**src/hw/rtl/apld_pkg.sv**
```systemverilog
// ----------------------------------------------------------------------------
// apld_pkg
// Shared types and constants for the AS path loop detector: request and
// response payloads, the control word broadcast to the cell chain and the
// chain status returned to the control logic.
// ----------------------------------------------------------------------------
package apld_pkg;

   // reserved 4-byte transition AS number
   localparam logic [31:0] TRANSIT_ASN = 32'd23456;

   // one hop of a path
   typedef struct packed {
      logic [31:0] as_number;
      logic        last_hop;
   } req_type;

   // verdict for a finished path
   typedef struct packed {
      logic loop_found;
      logic overflow;
   } rsp_type;

   // control broadcast to every cell of the chain
   typedef struct packed {
      logic update;  // a hop was accepted, recompute hit flags
      logic shift;   // store the hop: every entry moves one cell along
      logic clear;   // end of path: drop all entries and hits
      logic check;   // hop qualifies for a loop compare
   } cell_ctrl_type;

   // chain status back to the control logic
   typedef struct packed {
      logic head_valid;  // at least one hop stored
      logic full;        // every cell holds a hop
      logic any_hit;     // previous hop matched an older entry
   } chain_stat_type;

endpackage

```
**src/hw/rtl/apld_cell.sv**
```systemverilog
// ----------------------------------------------------------------------------
// apld_cell
// One storage cell of the path chain. Holds one stored AS number, takes its
// neighbor's entry on a shift and compares its entry against the incoming
// hop, keeping the outcome as a hit flag until the next hop.
// ----------------------------------------------------------------------------
module apld_cell
   import apld_pkg::*;
#(
   parameter bit CHECK_EN = 1'b1
) (
   input  logic          clock,
   input  logic          reset,
   input  cell_ctrl_type ctrl,
   input  logic [31:0]   query,
   input  logic          prev_valid,
   input  logic [31:0]   prev_data,
   output logic          valid,
   output logic [31:0]   data,
   output logic          hit
);

   logic        valid_ff, valid_in;
   logic [31:0] data_ff, data_in;
   logic        hit_ff, hit_in;

   // entry occupancy
   always_comb begin
      valid_in = valid_ff;
      if (ctrl.clear) begin
         valid_in = 1'b0;
      end else if (ctrl.shift) begin
         valid_in = prev_valid;
      end
   end

   // stored hop moves along on a shift
   assign data_in = ctrl.shift ? prev_data : data_ff;

   // compare against the entry held before this hop is stored
   always_comb begin
      hit_in = hit_ff;
      if (ctrl.clear) begin
         hit_in = 1'b0;
      end else if (ctrl.update) begin
         hit_in = CHECK_EN & ctrl.check & valid_ff & (data_ff == query);
      end
   end

   always_ff @(posedge clock) begin
      if (reset) begin
         valid_ff <= 1'b0;
         hit_ff   <= 1'b0;
      end else begin
         valid_ff <= valid_in;
         hit_ff   <= hit_in;
      end
   end

   // payload needs no reset
   always_ff @(posedge clock) begin
      data_ff <= data_in;
   end

   assign valid = valid_ff;
   assign data  = data_ff;
   assign hit   = hit_ff;

endmodule

```
**src/hw/rtl/apld_chain.sv**
```systemverilog
// ----------------------------------------------------------------------------
// apld_chain
// Row of path cells. The newest hop enters cell 0 and older hops move one
// cell further on each stored hop, so cell k holds the hop k+1 positions
// back. Cells two and beyond are far enough back to count as a loop.
// ----------------------------------------------------------------------------
module apld_chain
   import apld_pkg::*;
#(
   parameter int DEPTH = 64
) (
   input  logic           clock,
   input  logic           reset,
   input  cell_ctrl_type  ctrl,
   input  logic [31:0]    query,
   output logic [31:0]    head_data,
   output chain_stat_type stat
);

   logic [DEPTH-1:0] valid_w;
   logic [DEPTH-1:0] hit_w;
   logic [31:0]      data_w [DEPTH];

   // cell 0 loads the incoming hop
   apld_cell #(
      .CHECK_EN (1'b0)
   ) u_cell_head (
      .clock      (clock),
      .reset      (reset),
      .ctrl       (ctrl),
      .query      (query),
      .prev_valid (1'b1),
      .prev_data  (query),
      .valid      (valid_w[0]),
      .data       (data_w[0]),
      .hit        (hit_w[0])
   );

   // remaining cells take their neighbor's entry
   for (genvar k = 1; k < DEPTH; k++) begin : g_cell
      apld_cell #(
         .CHECK_EN (k >= 2)
      ) u_cell (
         .clock      (clock),
         .reset      (reset),
         .ctrl       (ctrl),
         .query      (query),
         .prev_valid (valid_w[k-1]),
         .prev_data  (data_w[k-1]),
         .valid      (valid_w[k]),
         .data       (data_w[k]),
         .hit        (hit_w[k])
      );
   end

   // status toward the control logic
   assign head_data       = data_w[0];
   assign stat.head_valid = valid_w[0];
   assign stat.full       = valid_w[DEPTH-1];
   assign stat.any_hit    = |hit_w;

endmodule

```
**src/hw/rtl/as_path_loop_detect_unit.sv**
```systemverilog
// ----------------------------------------------------------------------------
// as_path_loop_detect_unit
// AS path loop detector: takes one AS number per request and gives a verdict
// after the request marked as the last hop of the path.
// ----------------------------------------------------------------------------
// One request is accepted per clock cycle; the verdict appears on the
// response channel in the cycle after the last hop is accepted. Requests stall
// only while a verdict waits unread. Hops are held in a chain of MAX_PATH
// cells, each with its own 32-bit comparator, so every stored hop but the two
// newest is checked against the new one in the cycle it arrives; the outcome
// is counted when the following hop shows the checked one was not the last.
// Hops beyond MAX_PATH are not stored and set the overflow flag of the verdict.
module as_path_loop_detect_unit
   import apld_pkg::*;
#(
   parameter int MAX_PATH = 64
) (
   input  logic    clock,
   input  logic    reset,
   input  logic    req_valid,
   output logic    req_ready,
   input  req_type req_payload,
   output logic    rsp_valid,
   input  logic    rsp_ready,
   output rsp_type rsp_payload
);

   cell_ctrl_type  ctrl;
   chain_stat_type stat;
   logic [31:0]    head_data;
   logic           req_fire;
   logic           path_end;
   logic           loop_seen_ff, loop_seen_in;
   logic           overflow_seen_ff, overflow_seen_in;
   logic           rsp_valid_ff, rsp_valid_in;
   rsp_type        rsp_payload_ff, rsp_payload_in;

   // accept while the response slot is free or being emptied
   assign req_ready = ~rsp_valid_ff | rsp_ready;
   assign req_fire  = req_valid & req_ready;
   assign path_end  = req_fire & req_payload.last_hop;

   // chain control: prepending, transition AS and overflow hops are not checked
   always_comb begin
      ctrl.update = req_fire;
      ctrl.shift  = req_fire & ~stat.full;
      ctrl.clear  = path_end;
      ctrl.check  = ~stat.full
                  & (~stat.head_valid | (req_payload.as_number != head_data))
                  & (req_payload.as_number != TRANSIT_ASN);
   end

   apld_chain #(
      .DEPTH (MAX_PATH)
   ) u_chain (
      .clock     (clock),
      .reset     (reset),
      .ctrl      (ctrl),
      .query     (req_payload.as_number),
      .head_data (head_data),
      .stat      (stat)
   );

   // previous hop's hit counts now that another hop followed
   assign loop_seen_in     = loop_seen_ff | stat.any_hit;
   assign overflow_seen_in = overflow_seen_ff | stat.full;

   // response register
   always_comb begin
      rsp_valid_in   = rsp_valid_ff;
      rsp_payload_in = rsp_payload_ff;
      if (path_end) begin
         rsp_valid_in              = 1'b1;
         rsp_payload_in.loop_found = loop_seen_in;
         rsp_payload_in.overflow   = overflow_seen_in;
      end else if (rsp_ready) begin
         rsp_valid_in = 1'b0;
      end
   end

   always_ff @(posedge clock) begin
      if (reset) begin
         loop_seen_ff     <= 1'b0;
         overflow_seen_ff <= 1'b0;
         rsp_valid_ff     <= 1'b0;
      end else begin
         rsp_valid_ff <= rsp_valid_in;
         if (path_end) begin
            loop_seen_ff     <= 1'b0;
            overflow_seen_ff <= 1'b0;
         end else if (req_fire) begin
            loop_seen_ff     <= loop_seen_in;
            overflow_seen_ff <= overflow_seen_in;
         end
      end
   end

   always_ff @(posedge clock) begin
      rsp_payload_ff <= rsp_payload_in;
   end

   assign rsp_valid   = rsp_valid_ff;
   assign rsp_payload = rsp_payload_ff;

   // a finished path always yields a verdict next cycle
   a_verdict_follows: assert property (@(posedge clock) disable iff (reset)
      path_end |=> rsp_valid)
      else $error("no verdict after last hop");

   // a new verdict only follows a last hop
   a_verdict_cause: assert property (@(posedge clock) disable iff (reset)
      $rose(rsp_valid) |-> $past(path_end))
      else $error("verdict without last hop");

   // chain is empty after a path ends
   a_chain_cleared: assert property (@(posedge clock) disable iff (reset)
      path_end |=> (!stat.head_valid && !stat.any_hit))
      else $error("chain not cleared at end of path");

   // overflow can only be flagged with a full chain
   a_overflow_full: assert property (@(posedge clock) disable iff (reset)
      overflow_seen_ff |-> stat.full)
      else $error("overflow flagged with room left");

   // an unread verdict is never overwritten
   a_no_overwrite: assert property (@(posedge clock) disable iff (reset)
      (rsp_valid && !rsp_ready) |-> !req_fire)
      else $error("request accepted over unread verdict");

endmodule

```
**config.mk**
```make
export PLATFORM = sky130hd
export DESIGN_NAME = as_path_loop_detect_unit
export DESIGN_NICKNAME = d
export VERILOG_FILES = /design/src/hw/rtl/apld_pkg.sv /design/src/hw/rtl/apld_cell.sv /design/src/hw/rtl/apld_chain.sv /design/src/hw/rtl/as_path_loop_detect_unit.sv
export SDC_FILE = /design/constraint.sdc
export NUM_CORES = 2
export LEC_CHECK = 0
export ABC_AREA = 1
export BUFFER_PORTS_ARGS = -buffer_cell sky130_fd_sc_hd__buf_2
export CAP_MARGIN = 10
export CORE_AREA = 2 2 458 460
export DETAILED_ROUTE_END_ITERATION = 8
export DIE_AREA = 0 0 460 462
export PLACE_DENSITY_LB_ADDON = 0.05
export SYNTH_ARGS = -nofsm -noshare
export SYNTH_HDL_FRONTEND = slang
export SYNTH_SLANG_ARGS = --single-unit
```
**constraint.sdc**
```tcl
create_clock -name clock -period 73.6 [get_ports clock]
set_input_delay 3.68 -clock clock [delete_from_list [all_inputs] [get_ports clock]]
set_output_delay 3.68 -clock clock [all_outputs]
set_load 0.01 [all_outputs]
```
Word-level counts from Yosys, hierarchy flattened
Index checks and enable logic that the tools add are counted.

operators by class
  equal/unequal tests = 64
  muxes and demuxes = 2
  bitwise gates (word level) = 136
  reductions and logical operators = 3

operators with widths
  operator                                          number
  equality test 32 bit                              62
  AND 1 bit                                         129
  OR reduction 62 bit                               1
  != test 32 x 15 -> 1 bit (second input constant)  1
  != test 32 bit                                    1
  bitwise OR 1 bit                                  4
  NOT 1 bit                                         3
  two-way mux 1 bit                                 2
  nonzero test 2 bit                                1
  OR reduction 2 bit                                1

storage, ports and cells
  bits in registers = 2,179
  input port bits = 37
  output and inout port bits = 4
  logic and storage cells = 400

Logic depth before layout (Yosys ltp)
  depth after elaboration = 6
  mapped depth = 13
  mapped depth without buffers = 11

By module
Synthesis repeated with hierarchy kept, for this count alone.

second synthesis, totals
  cell total of the unflattened synthesis = 9,757
  area total of the unflattened synthesis = 99,912.1 µm²

by module, submodules not included
  module                                      times used  cells an instance  area an instance (µm²)  sequential area each (µm²)
  apld_cell at u_chain.g_cell[10].u_cell ...  62          152                1,560.2                 1,001.0
  apld_cell at u_chain.g_cell[1].u_cell ...   2           41                 1,017.2                 980.9
  as_path_loop_detect_unit                    1           185                887.1                   120.1
  apld_chain                                  1           66                 255.2                   0.0

Least setup slack after synthesis
No wires, ideal clock.

  kind = input to register
  start point = input rsp_ready
  end point = register u_chain.g_cell[10].u_cell.data_ff[0] (enable)
  library setup time = 3.169 ns
  arrival time = 58.501 ns
  required time = 70.431 ns
  setup slack = 11.930 ns
  stages on the path = 5
  buffers on the path = 1
  cells stage by stage = inv_1 -> nand2_1 -> nand2_1 -> nor2_2 -> clkbuf_1

RTL lines
  what                  line                            source
  start, declared       as_path_loop_detect_unit.sv:24  input logic rsp_ready,
  end signal, assigned  apld_cell.sv:62                 data_ff <= data_in;
  end, declared         apld_cell.sv:24                 logic [31:0] data_ff, data_in;

Worst setup path in the final report
  start point = input rsp_ready
  end point = output req_ready

between the ends
  word-level cells in the longest chain between the ends = 1

RTL lines
  what              line                            source
  bitwise OR 1 bit  as_path_loop_detect_unit.sv:39  assign req_ready = ~rsp_valid_ff | rsp_ready;
  end, declared     as_path_loop_detect_unit.sv:21  output logic req_ready,

No other way between the ends.

==> impl_results.md <==
* Status: finished, final reports clean
* Slew Limit Fails at 0
* Critical Path End: req_ready
* Finished Layout Cells at 12,700
* Main synth FF type: edfxtp_1
* Unrepaired setup endpoints after global routing: no
* Fin area at 107,000 um2
* Top cell by count, worst path: buf_2
* Total Routing Usage GR at 0.319
* Logic gate share of total power at 0.087
* Clock power share at 0.398
* Layout Utilization at 0.515
* Sw Ratio at 0.257
* Worst EP arrival at 4110 ps
* Initial antenna violation count at 18
* Iteration-0 DRC count of the detailed router at 9,933
* CTS root buffer: clkbuf_16
* Period utilization at 0.106
* Sw Pwr at 0.749 mW
* Die width at 460 um
* Largest cells by area after synthesis: edfxtp_1 (62%), nand2_1 (13%), nor2_1 (4.2%), xnor2_1 (3.9%), inv_1 (3.2%)
* Top delay family on crit path: buffers and inverters
* CTS Hold Buffers Added at 0
* Final setup margin at 65,810 ps
* Power density over cell area at 27.2 nW/um2
* Total Wirelength at 343,000 um
* Setup_tns at 0 ps
* Post-synth top area cell: edfxtp_1
* Synth unique cells at 30
* Reg2reg start: rsp_valid
* Ys Warns at 0
* Final hold slack at 416 ps
* Area share of the largest cell type after synthesis at 0.624
* Initial Util at 0.466
* Main combinational cell family by area after synthesis: simple AND/OR/NAND/NOR gates
* Post-Syn Instances at 9,796
* Reg2reg setup slack at 69,060 ps
* Actual slew at the worst max-slew pin at between 1000 and 1500 ps
* Vias per cell at 5.55
* Delay of the slowest critical-path stage at 170 ps
* FF-to-FF path depth at 7
* Peak VDD IR at 0.0261 mV
* Final routed DRC violation total at 0
* Critical path origin: rsp_ready
* Asr flop ratio synth at 0
* Simple-gate share of the synthesized area at 0.210
* Buf+Inv Stages, Crit Path at 3
* Vias at a little over 70,000
* Max frequency at 128 MHz
* CP Cell Sequence: buf_2, inv_1, nand2_1, buf_2
* Power, Total at ~2.9 mW
* Mapped Area at 97,000 um2
* Kind of end point of the critical path: primary output
* Number of global-route vias before repair at 64,500
* Layout area overhead at 10.5%
* P_leak at 42.6 nW
* Worst Path Max Fanout at 3
* Flop pwr share at 0.515
* First-pass GRT wire length at 480,000 um
* Post-CTS Resized at 0
* Dpl ws at 65,560 ps
* Total grt overflow at 0
* Worst Hold Class: reg2reg
* Top post-synthesis cells by count: nand2_1 (3,458), edfxtp_1 (2,018), nor2_1 (1,079)
* Internal power at 2.17 mW
* Seq/Total Area, Yosys at 0.651
* Mapped Nets at 9,833
* Layout Skew at 38.2 ps
* TritonCTS clock tree: yes
* Post-synthesis compound-gate area fraction at 0.0385
* Antenna-violating nets left at 0
* Post-synth EDFFs at 2,018
* Critical path type: in2out
* Adder-cell share of the synthesized area at 0
* Number of clock sinks at 2,147
* Routability cong. at 0.890
* Final min period at slightly below 8000 ps
* Reg-to-reg endpoint: u_chain.g_cell[4].u_cell.data[30]
* Startpoint Class: primary input
* Routed wire per std cell at 27.0 um
* Mux contribution to synthesized area at 0
* Hold Fails Final Rpt at 0
* Post-Syn Area per Cell at 9.91 um2
* Nets at 9,815
* Most frequent cell after synthesis: nand2_1
* CTS clk-pin slew, worst paths at around 60 ps
* Final setup violation count at 0
* Max cap viols at 0
* XOR/XNOR share of the synthesized area at 0.0456
* Pre-antenna DRT Iters at 6
* Placed cells at about 12,000
* H-tree depth at 4
* Crit path required time at ~70,000 ps
* TritonCTS Buffers at between 200 and 250
* I/O pins at a little over 40
* Max clock buf depth at 3
* DIE AREA at 213,000 um2
* Layout cells sized above 1 at 0.0709
* Row cnt at around 170
* Placed standard-cell area at roughly 100,000 um2
* Hold Path Stages at 0
* DP HPWL at 216,000 um
* IO Port Bufs at 40
* Slew margin rel. at 0.178
* Clock Latency Late Sink at 880 ps
* CP Depth at 4
* Slowest-stage cell, CP: buf_2
* Largest net degree at the start of global routing at roughly 200
* Core area at 208,000 um2
* Post-CTS setup buffer count at 0
* Die height at 462 um
* Synth Register Bits at 2,147
[worst register-to-register path, cell delays in order, from the launching register on]
cell and delay [ps]:
dfxtp_1 310, nand2_1 150, nand2_4 120, nor2_4 120
buf_4 520, buf_12 640, buf_12 1000, buf_12 1090
[cells in the final DEF, fill, tap and decap left out, types with 59 or more instances in the layout]
cell type  count
clkbuf_16    233
o21ai_0      500
xor2_1        72
clkbuf_1      64
xnor2_1      433
or2_2        161
nand4_1       88
a21oi_1      128
dfxtp_1      129
edfxtp_1    2018
nand3_1      315
buf_4        150
nand2_1     3457
o21ai_1       59
inv_1        829
nor2_1      1079
[worst min-delay path by stage]
stage / start / to
final: u_chain.g_cell[1].u_cell.data[13] / u_chain.g_cell[2].u_cell.data[13]
after detailed placement: u_chain.g_cell[1].u_cell.data[15] / u_chain.g_cell[2].u_cell.data[15]
after global placement: u_chain.g_cell[1].u_cell.data[28] / u_chain.g_cell[2].u_cell.data[28]
after floorplan: u_chain.g_cell[1].u_cell.data[0] / u_chain.g_cell[2].u_cell.data[0]
after CTS: u_chain.g_cell[1].u_cell.data[26] / u_chain.g_cell[2].u_cell.data[26]
after global routing: u_chain.g_cell[1].u_cell.data[13] / u_chain.g_cell[2].u_cell.data[13]
[metal layers]
metal / GRT usage / up-vias / part of all wire
met5: 0 / - / 0.000058
met4: 0.111 / 2 / 0.037
met3: 0.0589 / 575 / 0.10
met2: 0.477 / 3793 / 0.43
met1: 0.466 / 34500 / 0.43
li1: - / 31700 / -
[registers in the layout, indices dropped and copies added, names as in the netlist]
signal and cells:
loop_seen_ff 1, rsp_valid 1, u_chain.g_cell.u_cell.data 1984, rsp_payload 2, u_chain.u_cell_head.valid 1, u_chain.g_cell.u_cell.valid 63
u_chain.g_cell.u_cell.hit 62, u_chain.u_cell_head.data 32, overflow_seen_ff 1
[kinds of logic after synthesis]
kind of cell / Yosys count
xor+xnor: 505
simple gates: 5136
flops: 2147
compound gates: 726
buf+inv: 1282
[cell type report]
type                            instances  area (um2)
Antenna cell                            8        20.0
Clock buffer                          334        6580
Clock inverter                         97         875
Fill cell                           18500      101000
Inverter                              862        3290
Multi-Input combinational cell       6367       28600
Sequential cell                      2147       63200
Tap cell                             2720        3400
Timing Repair Buffer                  172        1340
[power groups by stage]
stage / Clock, mW / Combinational, mW / Sequential [mW]
final: 1.16 / 0.254 / 1.50
after global routing: 1.22 / 0.277 / 1.51
after CTS: 1.17 / 0.252 / 1.50
after detailed placement: 0 / 0.251 / 1.52
after global placement: 0 / 0.248 / 1.52
after floorplan: 0 / 0.165 / 1.65
No activity file was read; power rests on OpenSTA's default activity.
